`src/sv/kpm_pkg.sv`:
```
package kpm_pkg;

  localparam int unsigned ROM_SIZE               = 22;
  localparam int unsigned PAT_TEXT_LEN           = 9;
  localparam int unsigned NUM_PATTERNS_DEFAULT   = 22;
  localparam int unsigned MAX_POSITION_DEFAULT   = 64;
  localparam int unsigned FIRST_GROUP_SIZE_DEFAULT = 6;

  localparam logic [7:0] SPACE_CHAR = 8'h20;
  localparam logic [7:0] COUNT_MAX  = 8'hFF;

  localparam logic [1:0] FM_OFF   = 2'd0;
  localparam logic [1:0] FM_FIRST = 2'd1;
  localparam logic [1:0] FM_ALL   = 2'd2;

  typedef struct packed {
    logic [PAT_TEXT_LEN*8-1:0] text;
    logic [3:0]                len;
    logic                      prefix;
    logic                      valid;
  } pat_entry_t;

  typedef struct packed {
    logic       cmp_en;
    logic       last;
    logic [1:0] mode;
  } kpm_ctrl_t;

  localparam pat_entry_t PAT_ROM [ROM_SIZE] = '{
    '{text: 72'("FAG"),       len: 4'd3, prefix: 1'b1, valid: 1'b1},
    '{text: 72'("HOMO"),      len: 4'd4, prefix: 1'b0, valid: 1'b1},
    '{text: 72'("SLUT"),      len: 4'd4, prefix: 1'b1, valid: 1'b1},
    '{text: 72'("NIGG"),      len: 4'd4, prefix: 1'b1, valid: 1'b1},
    '{text: 72'("PUSSY"),     len: 4'd5, prefix: 1'b1, valid: 1'b1},
    '{text: 72'("TRANN"),     len: 4'd5, prefix: 1'b1, valid: 1'b1},
    '{text: 72'h0,            len: 4'd0, prefix: 1'b0, valid: 1'b0},
    '{text: 72'("CUM"),       len: 4'd3, prefix: 1'b1, valid: 1'b1},
    '{text: 72'("SEX"),       len: 4'd3, prefix: 1'b1, valid: 1'b1},
    '{text: 72'("FUCK"),      len: 4'd4, prefix: 1'b1, valid: 1'b1},
    '{text: 72'("SHIT"),      len: 4'd4, prefix: 1'b1, valid: 1'b1},
    '{text: 72'("DICK"),      len: 4'd4, prefix: 1'b1, valid: 1'b1},
    '{text: 72'("PORN"),      len: 4'd4, prefix: 1'b1, valid: 1'b1},
    '{text: 72'("COCK"),      len: 4'd4, prefix: 1'b1, valid: 1'b1},
    '{text: 72'("BITCH"),     len: 4'd5, prefix: 1'b1, valid: 1'b1},
    '{text: 72'("DILDO"),     len: 4'd5, prefix: 1'b1, valid: 1'b1},
    '{text: 72'("PENIS"),     len: 4'd5, prefix: 1'b1, valid: 1'b1},
    '{text: 72'("VAGINA"),    len: 4'd6, prefix: 1'b1, valid: 1'b1},
    '{text: 72'("ORGASM"),    len: 4'd6, prefix: 1'b1, valid: 1'b1},
    '{text: 72'("BULLSH"),    len: 4'd6, prefix: 1'b1, valid: 1'b1},
    '{text: 72'("MOTHERFUC"), len: 4'd9, prefix: 1'b1, valid: 1'b1},
    '{text: 72'("MASTURBAT"), len: 4'd9, prefix: 1'b1, valid: 1'b1}
  };

endpackage

```
`src/sv/kpm_match.sv`:
```
module kpm_match
  import kpm_pkg::*;
#(
  parameter int unsigned NUM_PATTERNS     = NUM_PATTERNS_DEFAULT,
  parameter int unsigned FIRST_GROUP_SIZE = FIRST_GROUP_SIZE_DEFAULT,
  parameter int unsigned POS_W            = 7
) (
  input  logic [7:0]              char_i,
  input  logic [POS_W-1:0]        pos_i,
  input  logic [NUM_PATTERNS-1:0] alive_i,
  input  kpm_ctrl_t               ctrl_i,
  output logic [NUM_PATTERNS-1:0] alive_o,
  output logic                    hit_o
);

  logic [NUM_PATTERNS-1:0] hit;

  for (genvar j = 0; j < NUM_PATTERNS; j++) begin : g_pat
    if (j < ROM_SIZE) begin : g_rom
      localparam pat_entry_t  ENTRY    = PAT_ROM[j];
      localparam int unsigned LEN      = int'(ENTRY.len);
      localparam bit          IN_FIRST = (j < FIRST_GROUP_SIZE);

      if (ENTRY.valid) begin : g_live
        logic en;
        logic char_ok;
        logic at_end;

        always_comb begin
          unique case (ctrl_i.mode)
            FM_OFF:   en = 1'b0;
            FM_FIRST: en = IN_FIRST;
            default:  en = 1'b1;
          endcase
        end

        always_comb begin
          char_ok = 1'b0;
          for (int k = 0; k < LEN; k++) begin
            char_ok |= (pos_i == POS_W'(k)) &&
                       (char_i == ENTRY.text[8*(LEN-1-k) +: 8]);
          end
          at_end = (pos_i == POS_W'(LEN - 1));
        end

        always_comb begin
          alive_o[j] = alive_i[j];
          hit[j]     = 1'b0;
          if (ctrl_i.cmp_en && en && alive_i[j]) begin
            if (!char_ok) begin
              alive_o[j] = 1'b0;
            end else if (at_end) begin
              if (ENTRY.prefix || ctrl_i.last) begin
                hit[j] = 1'b1;
              end else begin
                alive_o[j] = 1'b0;
              end
            end
          end
        end
      end else begin : g_sep
        assign alive_o[j] = alive_i[j];
        assign hit[j]     = 1'b0;
      end
    end else begin : g_none
      assign alive_o[j] = alive_i[j];
      assign hit[j]     = 1'b0;
    end
  end

  assign hit_o = |hit;

endmodule

```
`src/sv/keyword_prefix_matcher.sv`:
```
// Keyword prefix matcher: one character item per cycle on the input channel
// (in_valid_i / in_stall_o) carrying char_code_i with token_start_i,
// word_start_i and last_of_word_i. Every pattern of the constant pattern
// table is compared in parallel against the current character position.
// Only the final character of a word yields an item on the output channel
// (out_valid_o / out_stall_i): matched_o and tokens_to_skip_o (token count
// of the word, saturating at 255, zero when unmatched).
// filter_mode (0 disables all patterns, 1 enables the first group, 2 or 3
// all) is written through cfg_we_i / cfg_wdata_i; the user must do so only
// while the block is idle, which the block does not enforce. A result
// passes the input register, the single compare pass, then the result
// register; while in_stall_o is low, this pass takes one item per cycle.
// A stalled output holds its item; the input keeps accepting items that
// give no result, and stalls once a final character meets a full result
// register. Reset clears the word state, empties both registers and sets
// filter_mode to 0.
module keyword_prefix_matcher
  import kpm_pkg::*;
#(
  parameter int unsigned NUM_PATTERNS     = NUM_PATTERNS_DEFAULT,
  parameter int unsigned MAX_POSITION     = MAX_POSITION_DEFAULT,
  parameter int unsigned FIRST_GROUP_SIZE = FIRST_GROUP_SIZE_DEFAULT
) (
  input  logic       clk_i,
  input  logic       rst_ni,
  input  logic       cfg_we_i,
  input  logic [1:0] cfg_wdata_i,
  input  logic       in_valid_i,
  output logic       in_stall_o,
  input  logic [7:0] char_code_i,
  input  logic       token_start_i,
  input  logic       word_start_i,
  input  logic       last_of_word_i,
  output logic       out_valid_o,
  input  logic       out_stall_i,
  output logic       matched_o,
  output logic [7:0] tokens_to_skip_o
);

  localparam int unsigned POS_W = $clog2(MAX_POSITION + 1);
  localparam logic [POS_W-1:0] POS_MAX = POS_W'(MAX_POSITION);

  logic [1:0] mode_q;

  logic       in_valid_q;
  logic [7:0] char_q;
  logic       tok_q;
  logic       wst_q;
  logic       last_q;

  logic [NUM_PATTERNS-1:0] alive_q, alive_d, alive_eff;
  logic [POS_W-1:0]        pos_q, pos_d, pos_eff;
  logic                    wmatch_q, wmatch_d, wmatch_eff;
  logic [7:0]              count_q, count_d, count_eff;

  logic       out_valid_q;
  logic       matched_q;
  logic [7:0] skip_q;

  logic       advance;
  logic       load;
  logic       tok_eff;
  logic       skip_char;
  logic       pos_open;
  logic       hit;
  kpm_ctrl_t  ctrl;

  assign advance    = in_valid_q && (!last_q || !out_valid_q || !out_stall_i);
  assign in_stall_o = in_valid_q && !advance;
  assign load       = in_valid_i && !in_stall_o;

  assign alive_eff  = wst_q ? {NUM_PATTERNS{1'b1}} : alive_q;
  assign pos_eff    = wst_q ? '0 : pos_q;
  assign wmatch_eff = wst_q ? 1'b0 : wmatch_q;
  assign count_eff  = wst_q ? '0 : count_q;
  assign tok_eff    = tok_q || wst_q;
  assign skip_char  = tok_eff && (char_q == SPACE_CHAR);
  assign pos_open   = (pos_eff < POS_MAX);

  assign ctrl.cmp_en = !wmatch_eff && pos_open && !skip_char;
  assign ctrl.last   = last_q;
  assign ctrl.mode   = mode_q;

  kpm_match #(
    .NUM_PATTERNS     (NUM_PATTERNS),
    .FIRST_GROUP_SIZE (FIRST_GROUP_SIZE),
    .POS_W            (POS_W)
  ) u_match (
    .char_i  (char_q),
    .pos_i   (pos_eff),
    .alive_i (alive_eff),
    .ctrl_i  (ctrl),
    .alive_o (alive_d),
    .hit_o   (hit)
  );

  assign wmatch_d = wmatch_eff || hit;
  assign pos_d    = (!skip_char && pos_open) ? pos_eff + POS_W'(1) : pos_eff;
  assign count_d  = (tok_eff && count_eff != COUNT_MAX) ? count_eff + 8'd1 : count_eff;

  always_ff @(posedge clk_i or negedge rst_ni) begin
    if (!rst_ni) begin
      mode_q <= FM_OFF;
    end else if (cfg_we_i) begin
      mode_q <= cfg_wdata_i;
    end
  end

  always_ff @(posedge clk_i or negedge rst_ni) begin
    if (!rst_ni) begin
      in_valid_q <= 1'b0;
    end else if (load) begin
      in_valid_q <= 1'b1;
    end else if (advance) begin
      in_valid_q <= 1'b0;
    end
  end

  always_ff @(posedge clk_i) begin
    if (load) begin
      char_q <= char_code_i;
      tok_q  <= token_start_i;
      wst_q  <= word_start_i;
      last_q <= last_of_word_i;
    end
  end

  always_ff @(posedge clk_i or negedge rst_ni) begin
    if (!rst_ni) begin
      alive_q  <= {NUM_PATTERNS{1'b1}};
      pos_q    <= '0;
      wmatch_q <= 1'b0;
      count_q  <= '0;
    end else if (advance) begin
      alive_q  <= alive_d;
      pos_q    <= pos_d;
      wmatch_q <= wmatch_d;
      count_q  <= count_d;
    end
  end

  always_ff @(posedge clk_i or negedge rst_ni) begin
    if (!rst_ni) begin
      out_valid_q <= 1'b0;
    end else if (advance && last_q) begin
      out_valid_q <= 1'b1;
    end else if (!out_stall_i) begin
      out_valid_q <= 1'b0;
    end
  end

  always_ff @(posedge clk_i) begin
    if (advance && last_q) begin
      matched_q <= wmatch_d;
      skip_q    <= wmatch_d ? count_d : 8'd0;
    end
  end

  assign out_valid_o      = out_valid_q;
  assign matched_o        = matched_q;
  assign tokens_to_skip_o = skip_q;

endmodule

```
`config.mk`:
```
export PLATFORM = sky130hd
export DESIGN_NAME = keyword_prefix_matcher
export DESIGN_NICKNAME = d
export VERILOG_FILES = /design/src/sv/kpm_pkg.sv /design/src/sv/kpm_match.sv /design/src/sv/keyword_prefix_matcher.sv
export SDC_FILE = /design/constraint.sdc
export NUM_CORES = 1
export LEC_CHECK = 0
export ABC_AREA = 1
export BUFFER_PORTS_ARGS = -buffer_cell sky130_fd_sc_hd__buf_2
export CAP_MARGIN = 20
export CORE_MARGIN = 8
export CORE_UTILIZATION = 55
export CTS_CLUSTER_SIZE = 8
export DETAILED_ROUTE_END_ITERATION = 10
export PLACE_DENSITY = 0.79
export SYNTH_ARGS = -nofsm -noshare
export SYNTH_HDL_FRONTEND = slang
export SYNTH_HIERARCHICAL = 1
export SYNTH_SLANG_ARGS = --single-unit
```
`constraint.sdc`:
```
create_clock -name clk_i -period 4.3 [get_ports clk_i]
set_input_delay 0.215 -clock clk_i [delete_from_list [all_inputs] [get_ports clk_i]]
set_output_delay 0.215 -clock clk_i [all_outputs]
set_load 0.01 [all_outputs]
```
==> reports/metrics.cfg <==
[pwr]
p_leak_nw = 2.38
power_density_nw_per_um2 = 322
ir_drop_mv = 0.254

[layout]
drive_above_1_share_pct = 23.3
multiInputGateArea_um2 = 2450
final_area_um2 = 4920
diodes = 0
fillers = 742
stdcell_count = 780
layout.nets = 689
area_growth_syn_to_layout_pct = 9.65
seq_area_um2 = 1650

[sta]
tightest_slew_ns = 0.977
setup_viol_count_final = 0
fin_crit_ns = 3.49
finClkSkew_ns = 0.0151
fmax_mhz = 286
rsz0062_at_grt = no
slew_headroom_pct = 34.6
drv_slew = 0
post-route-period-util_pct = 81.3
hold_viol = 0
hold_ws_ns = 0.0353
setup_tns_ns = 0

[global_routing]
grt_pass1_vias = 4260
antenna_found_initial = 0
globalRouteOverflowTotal = 0
grt_pass1_wl_mm = 21.6
grt_usage_pct = 24.1
grt_max_degree = 42

[detailed_routing]
routed_wl_mm = 13.1
drc = 0
drtIter0Drc = 356
wl_per_cell_um = 16.7
num_vias = 4322
viasPerCell = 5.54
drt_first_pass_iters = 5
ant_nets = 0

[worst_setup_path]
crit_path_start_kind = flip-flop
cp_max_fo = 17
critPathArrivalTime_ns = 3.59
end_kind = flip-flop
cp.required_ns = 4.39
critPathKind = flip-flop to flip-flop

[placed_design]
dp.cells = 762
hpwlAfterDp_mm = 9.93
port-buffer-count = 28
place_area_um2 = 4690
gp_routability_congestion = 1.00

[cts]
h-tree-depth = 3
worstSkewPairLatency_ns = 0.36
cts-buffers-inserted = 9
cts.sinks = 61
cts_tree = built
cts.clk_slew.worst_paths_ns = 0.08
cts_buffer_depth = 2
clockRootBuffer = clkbuf_8
post_cts_buffers = 0

[synth]
synth_warnings = 6
synthCells = 640
syn_nets = 659
netlist_area_um2 = 4490
postSynthAreaPerCell_um2 = 7.01

[floorplanning]
core_area_um2 = 8050
initial_core_util_pct = 55.7
dieArea_um2 = 11300
die_x_um = 106
die_h_um = 106
ios = 29
fp-row-count = 33

[status]
status = finished, final reports clean

[flow_run]
maxCapViolations = 0

[hold_path]
hold_class = primary input to flip-flop

-- state kept, by name (all words and copies together) (netlist names) --
name              count
alive_q              21
char_q                8
count_q               8
in_valid_q            1
last_q                1
matched_o             1
mode_q                2
out_valid_o           1
pos_q                 7
tok_q                 1
tokens_to_skip_o      8
wmatch_q              1
wst_q                 1
-- worst paths after layout --
path | cells after the start | start | to | slack [ns]
max | 17 | wst_q | tokens_to_skip_o[2] | 0.81
min | 1 | char_code_i[6] | char_q[6] | 0.04
max reg2reg | 17 | wst_q | tokens_to_skip_o[2] | 0.81
min reg2reg | 2 | alive_q[19] | alive_q[19] | 0.47
max in group asynchronous | 3 | rst_ni | alive_q[17] | 3.44
min in group asynchronous | 2 | rst_ni | out_valid_o | 0.31
-- per-stage QoR --
step                      power [mW]  utilization (%)  setup slack [ns]
final                           1.58             61.1             0.806
after detailed placement        1.05             58.2             0.831
after global routing            1.66             61.1             0.355
after CTS                       1.59             60.7             0.825
after floorplan                0.961                -              1.80
after global placement          1.05             58.2             0.927
-- critical path, cell delays in order, from the launching register on --
cell,delay [ns]
edfxtp_1,0.65
inv_4,0.21
nand2_4,0.18
inv_4,0.05
nor2_2,0.09
nand2_1,0.08
nand2_2,0.11
a21oi_1,0.09
nand2_2,0.18
clkinv_1,0.41
nand2_1,0.20
o21ai_0,0.11
nor2_1,0.11
nand4_1,0.10
nor2_1,0.10
nand3_1,0.16
a21oi_4,0.31
nor2_1,0.09
-- final cells by class --
class	count	share of cell area (%)
clock inverters	6	1.45
inverters	77	6.00
clock buffers	10	2.59
well taps	105	2.67
multi-input cells	488	49.8
repair buffers	33	3.92
flip-flops and latches	61	33.6
-- routing by layer --
| layer | global-route usage (%) | share of wire, % | up-vias |
|---|---|---|---|
| met1 | 32.9 | 48 | 2046 |
| met4 | 10.8 | 2.5 | 0 |
| li1 | - | - | 2106 |
| met2 | 36.9 | 45 | 144 |
| met5 | 0 | 0 | - |
| met3 | 3.69 | 5.0 | 26 |
-- repair_timing --
action,in CTS,in global routing
resized for setup,0,0
endpoints found under the hold margin,0,4
hold buffers,0,1
setup endpoints to repair,0,0
-- where the power goes --
| group | internal [mW] | switching (mW) |
|---|---|---|
| registers | 0.685 | 0.0473 |
| clock network | 0.273 | 0.258 |
| logic | 0.105 | 0.214 |
-- layout by cell type, fill, tap and decap left out, types with 3 or more instances in the layout --
cell type    n
a21oi_1     12
a31oi_1      4
buf_2       28
buf_4        3
clkbuf_8     9
dfrtp_1     20
dfstp_2     21
edfxtp_1    20
inv_1       67
inv_2        5
nand2_1    208
nand2_2     15
nand2_4      5
nand3_1     42
nand3b_1     3
nand4_1     15
nor2_1      71
nor2_2      18
nor2_4      12
nor3_1       6
o21a_1       4
o21ai_0     14
o21ai_1      5
o31a_1       4
or2_2       21
(Power assumes the default switching activity.)
